## src/design/mhtp_pkg.sv

```systemverilog
// ----------------------------------------------------------------------------
// mhtp_pkg - shared types and constants of the music header tag parser
// Event codes, parser phases, the result word and the tag byte constants.
// ----------------------------------------------------------------------------
package mhtp_pkg;

	// Field widths
	localparam int DATA_W  = 8;
	localparam int EVENT_W = 4;
	localparam int INDEX_W = 7;
	localparam int VALUE_W = 16;

	// Event codes reported on the result channel
	typedef enum logic [EVENT_W-1:0] {
		EV_TITLE   = 4'd0,
		EV_AUTHOR  = 4'd1,
		EV_COMMENT = 4'd2,
		EV_SONGS   = 4'd3,
		EV_DEFAULT = 4'd4,
		EV_VBL     = 4'd5,
		EV_TIMER   = 4'd6,
		EV_LENGTH  = 4'd7,
		EV_NAMEOFS = 4'd8,
		EV_END     = 4'd9,
		EV_BADTAG  = 4'd10,
		EV_NOEND   = 4'd11
	} event_t;

	// Parser phase
	typedef enum logic [3:0] {
		PH_TAG     = 4'd0,
		PH_SKIP    = 4'd1,
		PH_PAD     = 4'd2,
		PH_SONGS   = 4'd3,
		PH_DEFAULT = 4'd4,
		PH_VBL     = 4'd5,
		PH_TA      = 4'd6,
		PH_TB      = 4'd7,
		PH_TC      = 4'd8,
		PH_TD      = 4'd9,
		PH_TIME    = 4'd10,
		PH_SN      = 4'd11
	} phase_t;

	// Four-letter tags, in priority order
	typedef enum logic [2:0] {
		LT_HDNS = 3'd0,
		LT_TITL = 3'd1,
		LT_COMM = 3'd2,
		LT_RIPP = 3'd3,
		LT_CONV = 3'd4,
		LT_YEAR = 3'd5,
		LT_TIME = 3'd6,
		LT_SN   = 3'd7
	} tag_id_t;

	localparam int NUM_LONG_TAGS = 8;

	localparam logic [31:0] LONG_TAGS [NUM_LONG_TAGS] = '{
		32'h48444E53,  // HDNS
		32'h5449544C,  // TITL
		32'h434F4D4D,  // COMM
		32'h52495050,  // RIPP
		32'h434F4E56,  // CONV
		32'h59454152,  // YEAR
		32'h54494D45,  // TIME
		32'h2123534E   // !#SN
	};

	// Single characters used by the short tags
	localparam logic [7:0] CH_HASH = 8'h23;
	localparam logic [7:0] CH_BANG = 8'h21;
	localparam logic [7:0] CH_V    = 8'h56;
	localparam logic [7:0] CH_T    = 8'h54;
	localparam logic [7:0] CH_A    = 8'h41;
	localparam logic [7:0] CH_D    = 8'h44;
	localparam logic [7:0] CH_S    = 8'h53;
	localparam logic [7:0] CH_N    = 8'h4E;
	localparam logic [7:0] CH_0    = 8'h30;
	localparam logic [7:0] CH_9    = 8'h39;

	// Number clamps
	localparam logic [9:0] NUM_MAX2 = 10'd99;
	localparam logic [9:0] NUM_MAX3 = 10'd999;

	// One result item
	typedef struct packed {
		event_t               ev;
		logic [INDEX_W-1:0]   index;
		logic [VALUE_W-1:0]   value;
		logic                 final_res;
	} result_t;

endpackage

```

## src/design/mhtp_if.sv

```systemverilog
// ----------------------------------------------------------------------------
// mhtp_if - request channels of the music header tag parser
// Byte channel into the parser and event channel out of it.
// ----------------------------------------------------------------------------
interface mhtp_byte_if;
	import mhtp_pkg::*;

	logic              valid;
	logic              ready;
	logic [DATA_W-1:0] data_byte;
	logic              last_byte;

	modport source (output valid, data_byte, last_byte, input ready);
	modport sink (input valid, data_byte, last_byte, output ready);
endinterface

interface mhtp_event_if;
	import mhtp_pkg::*;

	logic               valid;
	logic               ready;
	logic [EVENT_W-1:0] event_res;
	logic [INDEX_W-1:0] index;
	logic [VALUE_W-1:0] value;
	logic               final_res;

	modport source (output valid, event_res, index, value, final_res, input ready);
	modport sink (input valid, event_res, index, value, final_res, output ready);
endinterface

```

## src/design/music_header_tag_parser.sv

```systemverilog
// ----------------------------------------------------------------------------
// music_header_tag_parser - header tag area parser
// Takes the tag area one byte per request and reports each tag as an event.
// ----------------------------------------------------------------------------
// Output: the events of a byte are written into the result queue when the byte
//   is accepted and leave it in order on the event channel.
// Throughput: one byte per cycle while the four-entry result queue has two free
//   slots; a byte that gives two events puts both into the queue.
// Reset: arst_n clears the parse state and empties the result queue.
module music_header_tag_parser (
	input  logic                clk,
	input  logic                arst_n,
	mhtp_byte_if.sink           byte_ch,
	mhtp_event_if.source        event_ch
);
	import mhtp_pkg::*;

	localparam int QDEPTH = 4;
	localparam int QPTR_W = $clog2(QDEPTH);

	// Result of feeding one char to a number field
	typedef struct packed {
		logic               term;
		event_t             ev;
		logic [INDEX_W-1:0] idx;
		logic [9:0]         val;
		logic [9:0]         acc;
		logic [1:0]         cnt;
	} num_res_t;

	function automatic num_res_t num_step(input phase_t ph, input logic [9:0] acc,
		input logic [1:0] cnt, input logic [7:0] b);
		logic       three;
		logic [9:0] maxv;
		logic [13:0] prod;
		logic [3:0] tnum;
		num_res_t   r;
		three  = (ph >= PH_TA);
		maxv   = three ? NUM_MAX3 : NUM_MAX2;
		prod   = {4'd0, acc} * 14'd10 + {10'd0, b[3:0]};
		tnum   = ph - PH_TA;
		r.term = 1'b0;
		r.ev   = EV_DEFAULT;
		r.idx  = '0;
		r.val  = '0;
		r.acc  = acc;
		r.cnt  = cnt;
		if (b == 8'd0) begin
			r.term = 1'b1;
			r.val  = (acc > maxv) ? maxv : acc;
			case (ph)
				PH_SONGS:   r.ev = EV_SONGS;
				PH_DEFAULT: r.ev = EV_DEFAULT;
				PH_VBL:     r.ev = EV_VBL;
				default: begin
					r.ev  = EV_TIMER;
					r.idx = {5'd0, tnum[1:0]};
				end
			endcase
		end else if (cnt < (three ? 2'd3 : 2'd2)) begin
			r.cnt = cnt + 2'd1;
			if (b >= CH_0 && b <= CH_9) r.acc = prod[9:0];
		end
		return r;
	endfunction

	// Parse state
	phase_t             ph_q, ph_d;
	logic [31:0]        win_q, win_d;
	logic [2:0]         fill_q, fill_d;
	logic [9:0]         acc_q, acc_d;
	logic [1:0]         cnt_q, cnt_d;
	logic [INDEX_W-1:0] songs_q, songs_d;
	logic [INDEX_W-1:0] widx_q, widx_d;
	logic [7:0]         whigh_q, whigh_d;
	logic [VALUE_W-1:0] ofs_q, ofs_d;
	logic [VALUE_W-1:0] start_q, start_d;
	logic               fin_q, fin_d;

	// Result queue
	result_t            fifo_q [QDEPTH];
	logic [QPTR_W-1:0]  wr_q, rd_q;
	logic [QPTR_W:0]    count_q;

	logic               accept, pop;
	logic [7:0]         b;
	logic [31:0]        win_sh;
	logic [2:0]         fill_inc;
	logic [VALUE_W-1:0] start_t;
	logic               pre_ok, hit_any;
	tag_id_t            hit_id;
	num_res_t           num_main, num_dflt;
	logic               ev_v, noend_v;
	result_t            ev_r, r0, r1;
	logic [1:0]         n_push;

	assign b      = byte_ch.data_byte;
	assign accept = byte_ch.valid && byte_ch.ready;
	assign pop    = event_ch.valid && event_ch.ready;

	// Tag window lookahead and matching
	assign win_sh   = {win_q[23:0], b};
	assign fill_inc = fill_q + 3'd1;
	assign start_t  = (fill_q == 3'd0) ? ofs_q : start_q;

	always_comb begin
		pre_ok  = 1'b0;
		hit_any = 1'b0;
		hit_id  = LT_HDNS;
		for (int i = NUM_LONG_TAGS - 1; i >= 0; i--) begin
			if ((fill_inc == 3'd1 && LONG_TAGS[i][31:24] == win_sh[7:0]) ||
			    (fill_inc == 3'd2 && LONG_TAGS[i][31:16] == win_sh[15:0]) ||
			    (fill_inc == 3'd3 && LONG_TAGS[i][31:8] == win_sh[23:0]))
				pre_ok = 1'b1;
			if (LONG_TAGS[i] == win_sh) begin
				hit_any = 1'b1;
				hit_id  = tag_id_t'(i[2:0]);
			end
		end
	end

	assign num_main = num_step(ph_q, acc_q, cnt_q, b);
	assign num_dflt = num_step(PH_DEFAULT, 10'd0, {1'b0, fill_inc == 3'd4}, b);

	// Next parse state and the event of this byte
	always_comb begin
		logic tag_go;
		logic [15:0] w;
		tag_go  = 1'b0;
		w       = {whigh_q, b};
		ph_d    = ph_q;
		win_d   = win_q;
		fill_d  = fill_q;
		acc_d   = acc_q;
		cnt_d   = cnt_q;
		songs_d = songs_q;
		widx_d  = widx_q;
		whigh_d = whigh_q;
		ofs_d   = ofs_q;
		start_d = start_q;
		fin_d   = fin_q;
		ev_v    = 1'b0;
		ev_r    = '0;
		noend_v = 1'b0;

		if (!fin_q) begin
			ofs_d = ofs_q + 16'd1;
			unique case (ph_q)
				PH_TAG: tag_go = 1'b1;
				PH_PAD: tag_go = (b != 8'd0);
				PH_SKIP: if (b == 8'd0) ph_d = PH_TAG;
				PH_SONGS, PH_DEFAULT, PH_VBL, PH_TA, PH_TB, PH_TC, PH_TD: begin
					acc_d = num_main.acc;
					cnt_d = num_main.cnt;
					if (num_main.term) begin
						ev_v       = 1'b1;
						ev_r.ev    = num_main.ev;
						ev_r.index = num_main.idx;
						ev_r.value = {6'd0, num_main.val};
						ph_d       = PH_PAD;
						if (ph_q == PH_SONGS) songs_d = num_main.val[INDEX_W-1:0];
					end
				end
				PH_TIME, PH_SN: begin
					if (fill_q == 3'd0) begin
						whigh_d = b;
						fill_d  = 3'd1;
					end else begin
						fill_d     = 3'd0;
						ev_v       = 1'b1;
						ev_r.index = widx_q;
						if (ph_q == PH_SN) begin
							ev_r.ev    = EV_NAMEOFS;
							ev_r.value = w + start_q;
						end else begin
							ev_r.ev    = EV_LENGTH;
							ev_r.value = w;
						end
						widx_d = widx_q + 7'd1;
						if (widx_d >= songs_q) ph_d = PH_TAG;
					end
				end
				default: ph_d = PH_TAG;
			endcase

			// Tag recognition
			if (tag_go) begin
				ph_d    = PH_TAG;
				start_d = start_t;
				win_d   = win_sh;
				fill_d  = fill_inc;
				if (fill_inc == 3'd2 && win_sh[15:0] == {CH_HASH, CH_HASH}) begin
					ph_d = PH_SONGS;
					win_d = '0; fill_d = '0; acc_d = '0; cnt_d = '0;
				end else if (fill_inc == 3'd2 && win_sh[15:0] == {CH_BANG, CH_V}) begin
					ph_d = PH_VBL;
					win_d = '0; fill_d = '0; acc_d = '0; cnt_d = '0;
				end else if (fill_inc == 3'd2 && win_sh[15:8] == CH_T &&
				             b >= CH_A && b <= CH_D) begin
					ph_d = phase_t'(PH_TA + {2'd0, b[1:0] - 2'd1});
					win_d = '0; fill_d = '0; acc_d = '0; cnt_d = '0;
				end else if ((fill_inc == 3'd3 && win_sh[23:8] == {CH_BANG, CH_HASH} &&
				              b != CH_S) ||
				             (fill_inc == 3'd4 && win_sh[31:8] == {CH_BANG, CH_HASH, CH_S} &&
				              b != CH_N)) begin
					// default-song number that starts inside the lookahead
					win_d  = '0;
					fill_d = '0;
					acc_d  = num_dflt.acc;
					cnt_d  = num_dflt.cnt;
					ph_d   = num_dflt.term ? PH_PAD : PH_DEFAULT;
					if (num_dflt.term) begin
						ev_v       = 1'b1;
						ev_r.ev    = EV_DEFAULT;
						ev_r.value = {6'd0, num_dflt.val};
					end
				end else if (fill_inc == 3'd4) begin
					win_d  = '0;
					fill_d = '0;
					if (!hit_any) begin
						ev_v       = 1'b1;
						ev_r.ev    = EV_BADTAG;
						ev_r.value = start_t;
						fin_d      = 1'b1;
					end else begin
						unique case (hit_id)
							LT_HDNS: begin
								ev_v       = 1'b1;
								ev_r.ev    = EV_END;
								ev_r.value = ofs_q + 16'd2;
								fin_d      = 1'b1;
							end
							LT_TITL: begin
								ev_v = 1'b1; ev_r.ev = EV_TITLE;
								ev_r.value = ofs_d; ph_d = PH_SKIP;
							end
							LT_COMM: begin
								ev_v = 1'b1; ev_r.ev = EV_AUTHOR;
								ev_r.value = ofs_d; ph_d = PH_SKIP;
							end
							LT_RIPP: begin
								ev_v = 1'b1; ev_r.ev = EV_COMMENT;
								ev_r.value = ofs_d; ph_d = PH_SKIP;
							end
							LT_CONV, LT_YEAR: ph_d = PH_SKIP;
							LT_TIME, LT_SN: begin
								ph_d = (songs_q == '0) ? PH_TAG :
								       ((hit_id == LT_SN) ? PH_SN : PH_TIME);
								widx_d  = '0;
								whigh_d = '0;
							end
							default: ph_d = PH_TAG;
						endcase
					end
				end else if (!pre_ok && !(fill_inc == 3'd1 && b == CH_HASH)) begin
					ev_v       = 1'b1;
					ev_r.ev    = EV_BADTAG;
					ev_r.value = start_t;
					win_d      = '0;
					fill_d     = '0;
					fin_d      = 1'b1;
				end
			end

			// Out of input before the end marker
			if (!fin_d && byte_ch.last_byte) begin
				noend_v = 1'b1;
				fin_d   = 1'b1;
			end
		end
	end

	// Order the results of this byte and mark the last one
	always_comb begin
		result_t ne;
		ne           = '0;
		ne.ev        = EV_NOEND;
		ne.value     = ofs_d;
		ne.final_res = 1'b1;
		r0           = ev_r;
		r0.final_res = !noend_v;
		r1           = ne;
		if (!ev_v) r0 = ne;
		n_push = {1'b0, ev_v} + {1'b0, noend_v};
	end

	// Parse state registers
	always_ff @(posedge clk or negedge arst_n) begin
		if (!arst_n) begin
			ph_q    <= PH_TAG;
			win_q   <= '0;
			fill_q  <= '0;
			acc_q   <= '0;
			cnt_q   <= '0;
			songs_q <= 7'd1;
			widx_q  <= '0;
			whigh_q <= '0;
			ofs_q   <= '0;
			start_q <= '0;
			fin_q   <= 1'b0;
		end else if (accept) begin
			ph_q    <= ph_d;
			win_q   <= win_d;
			fill_q  <= fill_d;
			acc_q   <= acc_d;
			cnt_q   <= cnt_d;
			songs_q <= songs_d;
			widx_q  <= widx_d;
			whigh_q <= whigh_d;
			ofs_q   <= ofs_d;
			start_q <= start_d;
			fin_q   <= fin_d;
		end
	end

	// Result queue pointers
	always_ff @(posedge clk or negedge arst_n) begin
		if (!arst_n) begin
			wr_q    <= '0;
			rd_q    <= '0;
			count_q <= '0;
		end else begin
			if (accept) wr_q <= wr_q + n_push;
			if (pop) rd_q <= rd_q + {{(QPTR_W-1){1'b0}}, 1'b1};
			count_q <= count_q + (accept ? {1'b0, n_push} : 3'd0) - {2'd0, pop};
		end
	end

	// Result queue storage
	always_ff @(posedge clk) begin
		if (accept && n_push != 2'd0) fifo_q[wr_q] <= r0;
		if (accept && n_push == 2'd2) fifo_q[wr_q + {{(QPTR_W-1){1'b0}}, 1'b1}] <= r1;
	end

	// Ready while two result slots are free
	assign byte_ch.ready      = (count_q <= 3'(QDEPTH - 2));
	assign event_ch.valid     = (count_q != '0);
	assign event_ch.event_res = fifo_q[rd_q].ev;
	assign event_ch.index     = fifo_q[rd_q].index;
	assign event_ch.value     = fifo_q[rd_q].value;
	assign event_ch.final_res = fifo_q[rd_q].final_res;

endmodule

```

## src/flat_wrapper.sv

```systemverilog
// flat-port wrapper written by rule: the top's interface ports become plain ports
module music_header_tag_parser_flat import mhtp_pkg::*;
  (clk, arst_n, byte_ch_valid, byte_ch_data_byte, byte_ch_last_byte, byte_ch_ready, event_ch_valid, event_ch_event_res, event_ch_index, event_ch_value, event_ch_final_res, event_ch_ready);
  mhtp_byte_if byte_ch_i ();
  mhtp_event_if event_ch_i ();
  input  logic clk;
  input  logic arst_n;
  input wire logic [$bits(byte_ch_i.valid)-1:0] byte_ch_valid;
  input wire logic [$bits(byte_ch_i.data_byte)-1:0] byte_ch_data_byte;
  input wire logic [$bits(byte_ch_i.last_byte)-1:0] byte_ch_last_byte;
  output wire logic [$bits(byte_ch_i.ready)-1:0] byte_ch_ready;
  output wire logic [$bits(event_ch_i.valid)-1:0] event_ch_valid;
  output wire logic [$bits(event_ch_i.event_res)-1:0] event_ch_event_res;
  output wire logic [$bits(event_ch_i.index)-1:0] event_ch_index;
  output wire logic [$bits(event_ch_i.value)-1:0] event_ch_value;
  output wire logic [$bits(event_ch_i.final_res)-1:0] event_ch_final_res;
  input wire logic [$bits(event_ch_i.ready)-1:0] event_ch_ready;
  assign byte_ch_i.valid = byte_ch_valid;
  assign byte_ch_i.data_byte = byte_ch_data_byte;
  assign byte_ch_i.last_byte = byte_ch_last_byte;
  assign byte_ch_ready = byte_ch_i.ready;
  assign event_ch_valid = event_ch_i.valid;
  assign event_ch_event_res = event_ch_i.event_res;
  assign event_ch_index = event_ch_i.index;
  assign event_ch_value = event_ch_i.value;
  assign event_ch_final_res = event_ch_i.final_res;
  assign event_ch_i.ready = event_ch_ready;
  music_header_tag_parser u_core (.clk(clk), .arst_n(arst_n), .byte_ch(byte_ch_i), .event_ch(event_ch_i));
endmodule
```

## config.mk

```make
export PLATFORM = sky130hd
export DESIGN_NAME = music_header_tag_parser_flat
export DESIGN_NICKNAME = d
export VERILOG_FILES = /design/src/design/mhtp_pkg.sv /design/src/design/mhtp_if.sv /design/src/design/music_header_tag_parser.sv /design/src/flat_wrapper.sv
export SDC_FILE = /design/constraint.sdc
export NUM_CORES = 1
export LEC_CHECK = 0
export BUFFER_PORTS_ARGS = -buffer_cell sky130_fd_sc_hd__buf_2
export CAP_MARGIN = 20
export CORE_ASPECT_RATIO = 1.25
export CORE_MARGIN = 2
export CORE_UTILIZATION = 45
export CTS_BUF_LIST = sky130_fd_sc_hd__clkbuf_4 sky130_fd_sc_hd__clkbuf_8
export CTS_CLUSTER_DIAMETER = 30
export CTS_CLUSTER_SIZE = 16
export DETAILED_ROUTE_END_ITERATION = 8
export MAX_ROUTING_LAYER = met4
export PLACE_DENSITY = 0.71
export SLEW_MARGIN = 5
export SYNTH_ARGS = -nofsm -noshare
export SYNTH_HDL_FRONTEND = slang
export SYNTH_SLANG_ARGS = --single-unit
```

## constraint.sdc

```tcl
create_clock -name clk -period 6.05 [get_ports clk]
set_clock_uncertainty 0.2 [all_clocks]
set_input_delay 0.3025 -clock clk [delete_from_list [all_inputs] [get_ports clk]]
set_output_delay 0.3025 -clock clk [all_outputs]
set_load 0.01 [all_outputs]
```

## Yosys cells after proc, flatten, opt, wreduce, memory -nomap -nowiden

Memories as Yosys holds them, arrays and structs flattened.
Cells that the tools add are included.

| storage, ports and cells | value |
|---|---|
| bits of input ports | 13 |
| logic and storage cells | 348 |
| RAM bits | 112 |
| register bits | 105 |
| output and inout bits | 30 |
| memories kept | 1 |

| operators by class | value |
|---|---|
| multipliers | 1 |
| add/sub/neg operators | 17 |
| equal/unequal tests | 64 |
| bitwise gates (word level) | 1 |
| multiplexer cells | 163 |
| order comparisons | 9 |
| reduce and logical (&&, ||, !) cells | 78 |

Memory list:

| name | words | bits a word | read ports | clocked after Yosys merged registers in | wr ports | RTL line | RTL |
|---|---|---|---|---|---|---|---|
| u_core.fifo_q | 4 | 28 | 1 | 0 | 2 | music_header_tag_parser.sv:81 | `result_t fifo_q [QDEPTH];` |

Operator list:

| cell | count |
|---|---|
| $eq 31x32->1 const A | 7 |
| $mux 16 | 12 |
| $eq 23x24->1 const A | 7 |
| $mux 24 | 6 |
| $mux 4 | 23 |
| $mux 10 | 9 |
| $mux 27 | 3 |
| $eq 15x16->1 const A | 5 |
| $mux 8 | 10 |
| $mux 7 | 10 |
| $pmux 27 s2 | 1 |
| $mux 1 | 51 |
| $mux 3 | 17 |
| $eq 16x14->1 const B | 3 |
| $mux 22 | 2 |
| $eq 7x8->1 const A | 5 |
| $logic_and 1x1->1 | 37 |
| $mux 12 | 3 |
| $eq 30x32->1 const A | 1 |
| $pmux 16 s2 | 1 |
| $pmux 4 s4 | 2 |
| $mux 28 | 1 |
| $eq 22x24->1 const A | 1 |
| $eq 24x22->1 const B | 1 |
| 64 further kinds | 115 |

## Depth between registers and ports, before layout

| depth | value |
|---|---|
| depth in word-level cells | 32 |
| gate-level depth with buffers | 21 |
| gate-level depth less buffers | 18 |

## Worst setup path before layout

Ideal clock, no wire load.

| path | value |
|---|---|
| path type | register -> register |
| from | register u_core.win_q[7] |
| to | memory u_core.fifo_q[0][10] in the netlist's numbering (enable) |
| slack | 1.197 ns |
| period minus slack after synthesis | 4.853 ns |
| arrival time | 4.279 ns |
| path buffers | 1 |
| library setup time | 0.374 ns |
| stages on the path, launching flop included | 16 |
| required time | 5.476 ns |
| path through | dfrtp_1 > nor4b_4 > nand4_4 > or4_1 > and4_1 > buf_6 > nand3_1 > nand2_1 > nor2_1 > nor2_1 > nor3b_1 > inv_1 > ha_1 > nor4_1 > nor2_1 > inv_1 |

RTL lines:

| item | RTL line | RTL |
|---|---|---|
| from (decl) | music_header_tag_parser.sv:69 | `logic [31:0] win_q, win_d;` |
| from (signal assigned) | music_header_tag_parser.sv:303 | `win_q <= win_d;` |
| to (decl) | music_header_tag_parser.sv:81 |  |

==> impl_results.md <==
- Initial Utilization: 45.6%
- Detailed Route Iter0 Violations: 864
- Syn_nets: 1,564
- Outcome: completed
- F_max: 0.186 GHz
- CTS root buffer: clkbuf_8
- Largest cells by area after synthesis: dfrtp_1 (19%), edfxtp_1 (14%), dfxtp_1 (6.8%)
- Comb power frac: 14.7%
- Number of synthesized flops with an enable pin: 64
- Synth cell types: 94
- Relative slew slack: 20.2%
- Commonest non-fill, non-tap cells in the layout: nor2_1 (133), nand2_1 (121), dfrtp_1 (102)
- Max-slew violation count: 0
- Crit-path max FO: 16
- # Max-Cap Violations: 0
- Post-route ant nets: 0
- Gr usage total: between 20% and 30%
- Drt first pass iters: 5
- Reg power frac: 41.9%
- Final worst path period share: 89.0%
- Area leader, netlist: dfrtp_1
- Vias: ~12,000
- Proportion of netlist area held by the largest area contributor: 18.5%
- Bufs and invs on worst path: 4
- Clock Latency Late Sink: 580 ps
- Overall Power: between 4 and 5 mW
- Clk network pwr share: 43.4%
- DRC Markers: 0
- H-Tree Depth: 2
- Net Sw Frac: about 29%
- WHS: 62.8 ps
- Critical path type: input pin to flop
- Clock buffer depth: 3
- DRT Wirelength: 42.2 mm
- # diodes: 0
- Gr ovfl total: 0
- Cell row count: 72
- Synth Area in Simple Gates: 18.7%
- Worst EP required: 6270 ps
- Crit path max-delay family: simple AND/OR/NAND/NOR gates
- Most common cell after layout, fill and taps aside: nor2_1
- Avg Cell Area, Syn: 9.46 um^2
- Fin util: 51.3%
- Fin nets: around 1,600
- Endpoints failing setup: 0
- Worst path cell trace: dlygate4sd3_1, buf_2, inv_1, ha_1, and3_1, nand2_1, or4_1, and4_1, nand3_1, nand2_1, nor2_1, nor2_1, nor3b_1, inv_1, ha_1, nor3_1, nand2_2, o22ai_1
- Footprint of the multi-input gates: 7930 um^2
- R2r setup slk: roughly 680 ps
- GR met1 Demand/Resource: between 30% and 40%
- Number of fillers in the final layout: between 2,000 and 3,000
- Core ar.: 30,800 um^2
- DR vias/cell: 6.16
- Die Width: about 160 um
- Cells after DPL: 1,872
- Cell area after synthesis: 14,000 um^2
- Final min period: approximately 5400 ps
- Setup TNS: 0 ps
- Clock sinks: 217
- Post-synthesis mux area share: 7.28%
- Num CTS Buffers: 46
- Largest net degree at the start of global routing: 55
- Post-CTS Setup Repair Bufs: 0
- Power Internal: 3.05 mW
- Clock-pin slew on the worst setup and hold paths: 60 ps
- Sequential fraction of the synthesis area: 39.2%
- Post-synth ARST share: 48.4%
- NetSw: 1.23 mW
- RSZ-0062 raised after global routing: false
- Met3 usage: around 3.3%
- FF/Latch Area: 5510 um^2
- Die area: between 30,000 and 40,000 um^2
- Critical path launch point type: input pin
- Die H: 202 um
- IO Port Bufs: 42
- Register bit count reported by yosys: 217
- Leakage power: 6.35 nW
- Antenna violations before repair: 0
- CP max stage cell: nor3_1
- Top-Level Pins: 43
- Critical path endpoint category: flop
- PwrDens: 271 nW/um^2
- Crit path largest cell delay: 660 ps
- Adder-cell share of the synthesized area: 6.09%
- Post-Syn Instances: 1,485
- Global-route wire length before repair: between 60 and 70 mm
- Largest family of logic cells by synthesized area: compound AO/OA/AOI/OAI gates
- Final hold vios: 0
- Share of layout cells above drive strength 1: 15.9%
- Hold Path Class: input pin to flop
- Yosys Warn Count: 0
- Post-synthesis xor/xnor area fraction: under 10%
- Main synth FF type: dfrtp_1
- Met2 usage: 45.2%
- Worst Max-Slew Pin Slew: 1190 ps
- DP HPWL: 30.6 mm
- Non-Filler Instances: 1,964
- Gr busiest metal: met2
- Compound-Gate Fraction of Synth Area: 19.7%
- Area grow syn2layout: 12.6%
- Worst EP arrival: around 5600 ps
- Gpl congestion: about 1.0
- Number of global-route vias before repair: between 10,000 and 15,000
- CTS tree: done
- Routed len/inst: 21.5 um
- Worst VDD drop: around 0.15 mV
routing by layer:
metal / up-vias / share of wire, %
li1: 5623 / -
met1: 5886 / 40
met2: 458 / 50
met3: 125 / 5.6
met4: 0 / 4.1
met5: - / 0
kinds of logic after synthesis:
kind of cell,count (synthesis)
AND/OR/NAND/NOR,505
AO/OA/AOI/OAI,412
flip-flops,217
buffers and inverters,146
XOR/XNOR,74
adder cells (fa/ha/maj),66
multiplexers,65
registers in the layout, summed over array words and instances, names as in the netlist:
| name | cells |
|---|---|
| u_core.fifo_q | 112 |
| u_core.win_q | 24 |
| u_core.ofs_q | 16 |
| u_core.start_q | 16 |
| u_core.acc_q | 10 |
| u_core.whigh_q | 8 |
| u_core.songs_q | 7 |
| u_core.widx_q | 7 |
| u_core.ph_q | 4 |
| u_core.count_q | 3 |
| u_core.fill_q | 3 |
| u_core.cnt_q | 2 |
| u_core.rd_q | 2 |
| u_core.wr_q | 2 |
| u_core.fin_q | 1 |
cell type report:
type	instances	share of cell area, %
clock buffers	53	4.41
well taps	407	3.22
flip-flops and latches	217	34.9
clock inverters	29	2.48
inverters	47	1.13
repair buffers	89	3.76
multi-input cells	1122	50.1
synthesized netlist by cell type (all sizes together), types with 33 or more instances:
cell and count:
o21ai 90, edfxtp 64, xnor2 47, dfrtp 104
dfxtp 48, a22o 46, clkbuf 66, nand3 44
o22ai 65, ha 62, nor2 136, inv 46
buf 33, a21oi 91, nor3 35, nand2 125
stage by stage:
step / cell area (um^2) / worst slack (ps)
final: 15800 / 667
after global routing: 15800 / 287
after CTS: 15800 / 765
after detailed placement: 14600 / 725
after global placement: 14600 / 765
after floorplan: 14000 / 1200
worst paths after layout:
| path | start | to | cells past startpoint |
|---|---|---|---|
| setup / recovery | byte_ch_data_byte[0] | u_core.fifo_q[1][11]$_DFFE_PP_ | 18 |
| hold / removal | byte_ch_data_byte[3] | u_core.win_q[3]$_DFFE_PN0P_ | 2 |
| setup reg to reg | u_core.win_q[0]$_DFFE_PN0P_ | u_core.fifo_q[1][11]$_DFFE_PP_ | 14 |
| hold reg to reg | u_core.fifo_q[3][26]$_SDFFE_PP0P_ | u_core.fifo_q[3][26]$_SDFFE_PP0P_ | 2 |
| max in group asynchronous | arst_n | u_core.rd_q[1]$_DFFE_PN0P_ | 3 |
| min in group asynchronous | arst_n | u_core.win_q[13]$_DFFE_PN0P_ | 2 |
worst register-to-register path, delay by kind of cell, from the launching register on:
family,cells,cell delay [ps]
AO/OA/AOI/OAI,1,300
adder cells (fa/ha/maj),1,300
buffers and inverters,1,90
flip-flops,1,490
AND/OR/NAND/NOR,11,3830
power by group through the flow:
stage          Combinational, mW  Sequential, mW  Clock, mW
2_1_floorplan              0.567            1.66          0
3_3_place_gp               0.609            1.82          0
3_5_place_dp               0.627            1.82          0
4_1_cts                    0.634            1.80       1.89
5_1_grt                    0.691            1.82       1.96
6_report                   0.629            1.79       1.86
what timing repair did:
action	4_1_cts	5_1_grt
endpoints found under the hold margin	68	0
resized for setup	0	0
hold buffers	10	0
setup endpoints to repair	0	0
Power figures use the tool's default switching activity.
